[config.mk]
export PLATFORM = sky130hd
export DESIGN_NAME = normal_shaded_texel_pixel
export DESIGN_NICKNAME = d
export VERILOG_FILES = /design/src/nst_pkg.sv /design/src/nst_square.sv /design/src/nst_sqrt.sv /design/src/nst_scale.sv /design/src/normal_shaded_texel_pixel.sv
export SDC_FILE = /design/constraint.sdc
export NUM_CORES = 2
export LEC_CHECK = 0
export ABC_AREA = 1
export ABC_CLOCK_PERIOD_IN_PS = 22400
export BUFFER_PORTS_ARGS = -buffer_cell sky130_fd_sc_hd__buf_2
export CAP_MARGIN = 20
export CORE_MARGIN = 2
export CORE_UTILIZATION = 60
export CTS_BUF_LIST = sky130_fd_sc_hd__clkbuf_8
export DETAILED_ROUTE_END_ITERATION = 8
export PLACE_DENSITY = 0.75
export SETUP_SLACK_MARGIN = 0.3
export SLEW_MARGIN = 0
export SYNTH_ARGS = -nofsm -noshare
export SYNTH_HDL_FRONTEND = slang
export SYNTH_SLANG_ARGS = --single-unit
export TNS_END_PERCENT = 1
[constraint.sdc]
create_clock -name clk -period 22.4 [get_ports clk]
set_input_delay 2.24 -clock clk [delete_from_list [all_inputs] [get_ports clk]]
set_output_delay 2.24 -clock clk [all_outputs]
set_load 0.01 [all_outputs]
[src/nst_pkg.sv]
// ============================================================================
// nst_pkg: shared types, constants and functions of the normal shaded texel pixel
// Holds the word sideband that rides along the pipeline. It also holds the
// square root accumulator and the function for one root digit.
// ============================================================================
`default_nettype none

package nst_pkg;

    // Squared unit length of a Q15 normal.
    localparam logic [30:0] UNIT_SQ = 31'h4000_0000;
    localparam logic [7:0]  LEVEL_MAX = 8'd255;
    localparam int unsigned ROOT_W = 16;
    localparam int unsigned REM_W = 32;
    localparam int unsigned SQRT_STAGES = 4;
    localparam int unsigned STEPS_PER_STAGE = ROOT_W / SQRT_STAGES;
    localparam int unsigned FRAC_BITS = 15;

    // Fields that are not used until the end of the pipeline.
    typedef struct packed {
        logic signed [15:0] pos_x;
        logic signed [15:0] pos_y;
        logic [15:0]        texel_value;
        logic [7:0]         ramp_index;
        logic               draw;
    } side_t;

    typedef struct packed {
        logic [REM_W-1:0]  rem;
        logic [ROOT_W-1:0] root;
    } sqrt_acc_t;

    // One digit of the integer square root, for root bit k. The root only
    // holds bits above k, so (root + 2^k)^2 - root^2 = root*2^(k+1) + 2^(2k).
    function automatic sqrt_acc_t sqrt_step(input sqrt_acc_t acc, input int unsigned k);
        sqrt_acc_t        res;
        logic [REM_W-1:0] trial;
        res = acc;
        trial = (REM_W'(acc.root) << (k + 1)) + (REM_W'(1) << (2 * k));
        if (acc.rem >= trial)
        begin
            res.rem = acc.rem - trial;
            res.root = acc.root | (ROOT_W'(1) << k);
        end
        return res;
    endfunction

endpackage

`default_nettype wire

[src/nst_square.sv]
// ============================================================================
// nst_square: squared z component of the normal
// First stage squares both normals, second stage forms 2^30 - nx^2 - ny^2
// and clamps it at zero.
// ============================================================================
`default_nettype none

module nst_square (
    input  wire logic               clk,
    input  wire logic               rst_n,
    input  wire logic               in_valid,
    output logic                    in_ready,
    input  wire logic signed [15:0] normal_x,
    input  wire logic signed [15:0] normal_y,
    input  wire nst_pkg::side_t     in_side,
    output logic                    out_valid,
    input  wire logic               out_ready,
    output nst_pkg::sqrt_acc_t      out_acc,
    output nst_pkg::side_t          out_side
);
    import nst_pkg::*;

    logic               sq_valid_reg;
    logic [30:0]        sqx_reg;
    logic [30:0]        sqy_reg;
    side_t              sq_side_reg;
    logic signed [31:0] sqx_next;
    logic signed [31:0] sqy_next;
    logic               sq_ready;

    logic               z_valid_reg;
    sqrt_acc_t          z_acc_reg;
    side_t              z_side_reg;
    sqrt_acc_t          z_acc_next;
    logic [31:0]        sum;
    logic               z_ready;

    assign z_ready  = !z_valid_reg || out_ready;
    assign sq_ready = !sq_valid_reg || z_ready;
    assign in_ready = sq_ready;

    assign sqx_next = normal_x * normal_x;
    assign sqy_next = normal_y * normal_y;

    always_comb
    begin
        sum = {1'b0, sqx_reg} + {1'b0, sqy_reg};
        z_acc_next.root = '0;
        if (sum > {1'b0, UNIT_SQ})
        begin
            z_acc_next.rem = '0;
        end
        else
        begin
            z_acc_next.rem = {1'b0, UNIT_SQ} - sum;
        end
    end

    always_ff @(posedge clk or negedge rst_n)
    begin
        if (!rst_n)
        begin
            sq_valid_reg <= 1'b0;
            z_valid_reg  <= 1'b0;
        end
        else
        begin
            if (sq_ready)
            begin
                sq_valid_reg <= in_valid;
            end
            if (z_ready)
            begin
                z_valid_reg <= sq_valid_reg;
            end
        end
    end

    always_ff @(posedge clk)
    begin
        if (sq_ready)
        begin
            sqx_reg     <= 31'(sqx_next);
            sqy_reg     <= 31'(sqy_next);
            sq_side_reg <= in_side;
        end
        if (z_ready)
        begin
            z_acc_reg  <= z_acc_next;
            z_side_reg <= sq_side_reg;
        end
    end

    assign out_valid = z_valid_reg;
    assign out_acc   = z_acc_reg;
    assign out_side  = z_side_reg;

    // The clamped square never exceeds the unit square.
    a_zsq_bound: assert property (@(posedge clk) disable iff (!rst_n)
        z_valid_reg |-> (z_acc_reg.rem <= {1'b0, UNIT_SQ}))
        else $error("z squared above unit square");

endmodule

`default_nettype wire

[src/nst_sqrt.sv]
// ============================================================================
// nst_sqrt: pipelined integer square root
// Four register stages, each settling four root bits from the top down.
// ============================================================================
`default_nettype none

module nst_sqrt (
    input  wire logic               clk,
    input  wire logic               rst_n,
    input  wire logic               in_valid,
    output logic                    in_ready,
    input  wire nst_pkg::sqrt_acc_t in_acc,
    input  wire nst_pkg::side_t     in_side,
    output logic                    out_valid,
    input  wire logic               out_ready,
    output logic [15:0]             out_root,
    output nst_pkg::side_t          out_side
);
    import nst_pkg::*;

    logic [SQRT_STAGES:0] stage_valid;
    logic [SQRT_STAGES:0] stage_ready;
    sqrt_acc_t            stage_acc  [SQRT_STAGES+1];
    side_t                stage_side [SQRT_STAGES+1];

    assign stage_valid[0]           = in_valid;
    assign stage_acc[0]             = in_acc;
    assign stage_side[0]            = in_side;
    assign in_ready                 = stage_ready[0];
    assign stage_ready[SQRT_STAGES] = out_ready;

    for (genvar j = 0; j < SQRT_STAGES; j++)
    begin : g_stage
        logic      valid_reg;
        sqrt_acc_t acc_reg;
        side_t     side_reg;
        sqrt_acc_t acc_next;

        assign stage_ready[j] = !valid_reg || stage_ready[j+1];

        always_comb
        begin
            acc_next = stage_acc[j];
            for (int unsigned i = 0; i < STEPS_PER_STAGE; i++)
            begin
                acc_next = sqrt_step(acc_next, ROOT_W - 1 - j * STEPS_PER_STAGE - i);
            end
        end

        always_ff @(posedge clk or negedge rst_n)
        begin
            if (!rst_n)
            begin
                valid_reg <= 1'b0;
            end
            else if (stage_ready[j])
            begin
                valid_reg <= stage_valid[j];
            end
        end

        always_ff @(posedge clk)
        begin
            if (stage_ready[j])
            begin
                acc_reg  <= acc_next;
                side_reg <= stage_side[j];
            end
        end

        assign stage_valid[j+1] = valid_reg;
        assign stage_acc[j+1]   = acc_reg;
        assign stage_side[j+1]  = side_reg;
    end

    assign out_valid = stage_valid[SQRT_STAGES];
    assign out_root  = stage_acc[SQRT_STAGES].root;
    assign out_side  = stage_side[SQRT_STAGES];

    // The root of at most 2^30 is at most 2^15.
    a_root_bound: assert property (@(posedge clk) disable iff (!rst_n)
        stage_valid[SQRT_STAGES] |-> (stage_acc[SQRT_STAGES].root <= 16'h8000))
        else $error("square root above unit");

    // A floor root leaves a remainder of at most twice the root.
    a_rem_bound: assert property (@(posedge clk) disable iff (!rst_n)
        stage_valid[SQRT_STAGES]
            |-> (stage_acc[SQRT_STAGES].rem <= {15'd0, stage_acc[SQRT_STAGES].root, 1'b0}))
        else $error("square root remainder too large");

endmodule

`default_nettype wire

[src/nst_scale.sv]
// ============================================================================
// nst_scale: brightness scaling and saturation
// Multiplies the texel value by the Q15 z length, then shifts and saturates
// the level in the output register.
// ============================================================================
`default_nettype none

module nst_scale (
    input  wire logic           clk,
    input  wire logic           rst_n,
    input  wire logic           in_valid,
    output logic                in_ready,
    input  wire logic [15:0]    in_root,
    input  wire nst_pkg::side_t in_side,
    output logic                out_valid,
    input  wire logic           out_ready,
    output nst_pkg::side_t      out_side,
    output logic [7:0]          out_level
);
    import nst_pkg::*;

    logic        mul_valid_reg;
    logic [31:0] prod_reg;
    side_t       mul_side_reg;
    logic        mul_ready;

    logic        res_valid_reg;
    logic [7:0]  level_reg;
    side_t       res_side_reg;
    logic [7:0]  level_next;
    logic [16:0] shifted;
    logic        res_ready;

    assign res_ready = !res_valid_reg || out_ready;
    assign mul_ready = !mul_valid_reg || res_ready;
    assign in_ready  = mul_ready;

    always_comb
    begin
        shifted = 17'(prod_reg >> FRAC_BITS);
        if (shifted > 17'(LEVEL_MAX))
        begin
            level_next = LEVEL_MAX;
        end
        else
        begin
            level_next = shifted[7:0];
        end
    end

    always_ff @(posedge clk or negedge rst_n)
    begin
        if (!rst_n)
        begin
            mul_valid_reg <= 1'b0;
            res_valid_reg <= 1'b0;
        end
        else
        begin
            if (mul_ready)
            begin
                mul_valid_reg <= in_valid;
            end
            if (res_ready)
            begin
                res_valid_reg <= mul_valid_reg;
            end
        end
    end

    always_ff @(posedge clk)
    begin
        if (mul_ready)
        begin
            prod_reg     <= in_side.texel_value * in_root;
            mul_side_reg <= in_side;
        end
        if (res_ready)
        begin
            level_reg    <= level_next;
            res_side_reg <= mul_side_reg;
        end
    end

    assign out_valid = res_valid_reg;
    assign out_side  = res_side_reg;
    assign out_level = level_reg;

endmodule

`default_nettype wire

[src/normal_shaded_texel_pixel.sv]
// ============================================================================
// normal_shaded_texel_pixel: shades a texel by its surface normal
// Top level of the texel shading pipeline with stream input and output.
// ============================================================================
// Usage:
// Each input word carries one texel: its screen position, its Q15 normal x and
// y, its brightness, its color ramp and its transparency. Each input word gives
// exactly one output word, in order. The output word carries the position, the
// ramp and the shaded level. tuser carries the draw flag, which is set when the
// transparency is zero. The shaded level is the brightness times
// floor(sqrt(2^30 - nx^2 - ny^2)) / 2^15, saturated at 255.
// An accepted word is registered in every stage in turn before it shows as output valid.
// The eight register stages are two for the squares and the z term, four for the root,
// and two for scaling and saturation. One word is taken each cycle unless a stalled
// receiver has filled the pipeline. The root stages settle four bits each, and every
// stage holds one register.
// Every stage has its own valid bit and its own ready. A stalled receiver
// fills the empty stages first. The input side drops tready only once all
// eight stages hold a word, and no word is lost or repeated.
// Reset clears every valid bit, so the pipeline comes up empty with tready high.
// ============================================================================
`default_nettype none

module normal_shaded_texel_pixel (
    input  wire logic        clk,
    input  wire logic        rst_n,
    input  wire logic        s_axis_tvalid,
    output logic             s_axis_tready,
    // pos_x[15:0], pos_y[31:16], normal_x[47:32], normal_y[63:48],
    // texel_value[79:64], ramp_index[87:80], transparency[95:88]
    input  wire logic [95:0] s_axis_tdata,
    output logic             m_axis_tvalid,
    input  wire logic        m_axis_tready,
    // out_x[15:0], out_y[31:16], out_ramp[39:32], shade_level[47:40]
    output logic [47:0]      m_axis_tdata,
    // draw_enable[0]
    output logic [0:0]       m_axis_tuser
);
    import nst_pkg::*;

    side_t      in_side;
    logic       sq_valid;
    logic       sq_ready;
    sqrt_acc_t  sq_acc;
    side_t      sq_side;
    logic       rt_valid;
    logic       rt_ready;
    logic [15:0] rt_root;
    side_t      rt_side;
    side_t      res_side;
    logic [7:0] res_level;

    // The draw flag is settled at entry so the transparency byte is not carried.
    always_comb
    begin
        in_side.pos_x       = s_axis_tdata[15:0];
        in_side.pos_y       = s_axis_tdata[31:16];
        in_side.texel_value = s_axis_tdata[79:64];
        in_side.ramp_index  = s_axis_tdata[87:80];
        in_side.draw        = (s_axis_tdata[95:88] == 8'd0);
    end

    nst_square u_square (
        .clk       (clk),
        .rst_n     (rst_n),
        .in_valid  (s_axis_tvalid),
        .in_ready  (s_axis_tready),
        .normal_x  (s_axis_tdata[47:32]),
        .normal_y  (s_axis_tdata[63:48]),
        .in_side   (in_side),
        .out_valid (sq_valid),
        .out_ready (sq_ready),
        .out_acc   (sq_acc),
        .out_side  (sq_side)
    );

    nst_sqrt u_sqrt (
        .clk       (clk),
        .rst_n     (rst_n),
        .in_valid  (sq_valid),
        .in_ready  (sq_ready),
        .in_acc    (sq_acc),
        .in_side   (sq_side),
        .out_valid (rt_valid),
        .out_ready (rt_ready),
        .out_root  (rt_root),
        .out_side  (rt_side)
    );

    nst_scale u_scale (
        .clk       (clk),
        .rst_n     (rst_n),
        .in_valid  (rt_valid),
        .in_ready  (rt_ready),
        .in_root   (rt_root),
        .in_side   (rt_side),
        .out_valid (m_axis_tvalid),
        .out_ready (m_axis_tready),
        .out_side  (res_side),
        .out_level (res_level)
    );

    assign m_axis_tdata = {res_level, res_side.ramp_index, res_side.pos_y, res_side.pos_x};
    assign m_axis_tuser = res_side.draw;

    // The input side only stalls when a full pipeline meets a stalled receiver.
    a_stall_cause: assert property (@(posedge clk) disable iff (!rst_n)
        !s_axis_tready |-> (m_axis_tvalid && !m_axis_tready))
        else $error("input stalled without output backpressure");

endmodule

`default_nettype wire

==> impl_metrics.toml <==
[sta]
min_period_ns = 9.64
setup-tns-final_ns = 0
worst_pin_slew_ns = 1.06
fmax_mhz = 104
slew_headroom = 0.296
rsz0062_at_grt = "false"
finalMaxSlewViolations = 0
period_share = 0.430
skew_ns = 0.0333
finalHoldViolCount = 0
finalSetupViolations = 0

[floorplan]
num_rows = 117
design.die.area_um2 = 106000
dieHeight_um = 325
start_util = 0.607
core_um2 = 102000
die_x_um = 325
ios = 151

[routing]
wl_um = 147000
vias = 45000
wl_per_cell_um = 17.5
first_pass_iters = 6
drc = 0
first_iter_violations = 3282
final_antenna_net_count = 0
viasPerCell = 5.35

[place]
portBuffers = 150
place.gp.congestion = 0.996
placed_area_um2 = 63900
place_hpwl_um = 116000

[final_layout]
num-fill-cells = 8503
postLayoutCoreUtil = 0.645
fin_nets = 8182
postLayoutCellArea_um2 = 65900
largest_reg_flops = 171
drive_above_1_share = 0.0604
area_delta_synth_final_pct = 6.29

[clock_network]
cts_tree = "done"
path_clk_slew_ns = 0.06
clock_sinks = 685
cts_buffers = 104
cts_resized = 0
root_buffer = "clkbuf_8"
holdBufCountCts = 0
postCtsSetupBuffers = 0
clockBufferDepth = 3
htree_levels = 3
worst_skew_pair.late_latency_ns = 0.72

[synthesis]
ys_ff_latch = 685
syn_inst = 6844
synth_top_area_frac = 0.328
synthFlopType = "edfxtp_1"
async_reset_ff_frac = 0.0117
yosysWarnings = 0
ys_seq_area_frac = 0.331
yosys.area.top_type = "edfxtp_1"
synth.distinct_cells = 60
synth_area_per_cell_um2 = 9.06
syn-cell-area_um2 = 62000
yosysMostFrequentCell = "nand2_1"
synth_nets = 8063
synth-edff-count = 677
synthTopCellsByArea = "edfxtp_1 33%, fa_1 21%, nand2_1 9.5%"
netlist_top_cells_count = "1562 x nand2_1, 1543 x inv_1, 677 x edfxtp_1"

[setup_path]
r2r-start = "u_sqrt.g_stage[2].acc_reg[11]"
timing.rr.end = "u_sqrt.out_root[0]"
crit_arrival_ns = 10.10
path_common_cell = "nand2_1"
crit_path_max_incr_delay_ns = 0.68
worst_setup_path_end_kind = "flip-flop"
cp_slowest_cell = "inv_1"
crit_fanout = 33
cp.required_ns = 22.86
r2r_cells = 41
critPathLaunchType = "flip-flop"
critPathKind = "reg -> reg"
r2r_setup_slack_ns = 12.76

[min_path]
hold_path_class = "reg -> reg"
worstHoldPathCells = 0
min_from = "u_sqrt.g_stage[2].side_reg[21]"
hold_end = "u_sqrt.out_side[21]"

[job]
drv_cap = 0

[global_route]
grt_pass1_wl_um = 236000
grt_pass1_vias = 46000
antenna_found_initial = 2
grt.total_usage = 0.281
overflow = 0
grt_max_degree = 75

[status]
status = "completed"
## cell families after synthesis
group	share of synthesized area
flip-flops	0.331
XOR/XNOR	0.0372
multiplexers	0.000646
AND/OR/NAND/NOR	0.172
AO/OA/AOI/OAI	0.0484
adder cells (fa/ha/maj)	0.306
buffers and inverters	0.105
## final cells by class
cell class,instances,area (um2),share of cell area
clock inverters,78,529,0.00803
flip-flops and latches,685,20500,0.312
well taps,1368,1710,0.0260
multi-input cells,4449,34900,0.530
clock buffers,105,1450,0.0219
diodes,1,2.50,0.0000380
inverters,1561,5870,0.0891
repair buffers,162,861,0.0131
## stage by stage
stage,instances,setup WS [ns],hold WS [ns]
floorplan,6844,5.01,0.400
global placement,8223,13.06,0.400
detailed placement,8223,12.88,0.405
CTS,8406,12.81,0.409
global route,8409,11.78,0.416
finish,8409,12.76,0.410
## metal layers
metal,GRT usage,part of all wire,up-vias
met5,0,0.000089,-
met4,0.101,0.037,2
met3,0.0296,0.046,309
met2,0.496,0.50,1274
met1,0.359,0.41,21900
li1,-,-,21500
## layout by cell type (no fill, tap or decap), types with 9 or more instances in the layout
cell type,instances
buf_4,10
nand2_1,1561
xnor2_1,105
nor4_1,12
clkbuf_8,105
ha_1,460
fa_1,659
xor2_1,158
clkinv_1,27
nand4_1,92
buf_2,150
o21ai_0,195
a31oi_1,13
nor2_1,414
a211oi_1,9
inv_2,17
nand2_2,20
a21o_1,11
nor3_1,62
edfxtp_1,677
clkinv_2,13
o21ai_1,13
nand3_2,17
o21a_1,10
a21oi_1,238
nand3_1,243
nor2_2,15
inv_1,1562
nand3b_1,19
o21bai_1,13
or2_2,25
## critical path: cells and delay by family (launching register included)
| family | cells | cell delay [ns] |
|---|---|---|
| flops | 1 | 0.40 |
| fa+ha+maj | 4 | 1.41 |
| compound gates | 10 | 2.14 |
| buf+inv | 8 | 2.03 |
| simple gates | 19 | 3.36 |
## worst max-delay path by stage
stage,endpoint,depth (start not counted),startpoint,slack [ns]
3_3_place_gp,u_sqrt.out_root[0],39,u_sqrt.g_stage[2].acc_reg[13],13.06
3_5_place_dp,u_sqrt.out_root[0],39,u_sqrt.g_stage[2].acc_reg[15],12.88
5_1_grt,u_sqrt.out_root[0],43,u_sqrt.g_stage[2].acc_reg[11],11.78
2_1_floorplan,s_axis_tready,14,m_axis_tready,5.01
6_report,u_sqrt.out_root[0],41,u_sqrt.g_stage[2].acc_reg[11],12.76
4_1_cts,u_sqrt.out_root[0],39,u_sqrt.g_stage[2].acc_reg[15],12.81
Power is left out: the tool's default activity adds up to more than one toggle a clock period on the data nets, which glitch-free logic cannot reach.
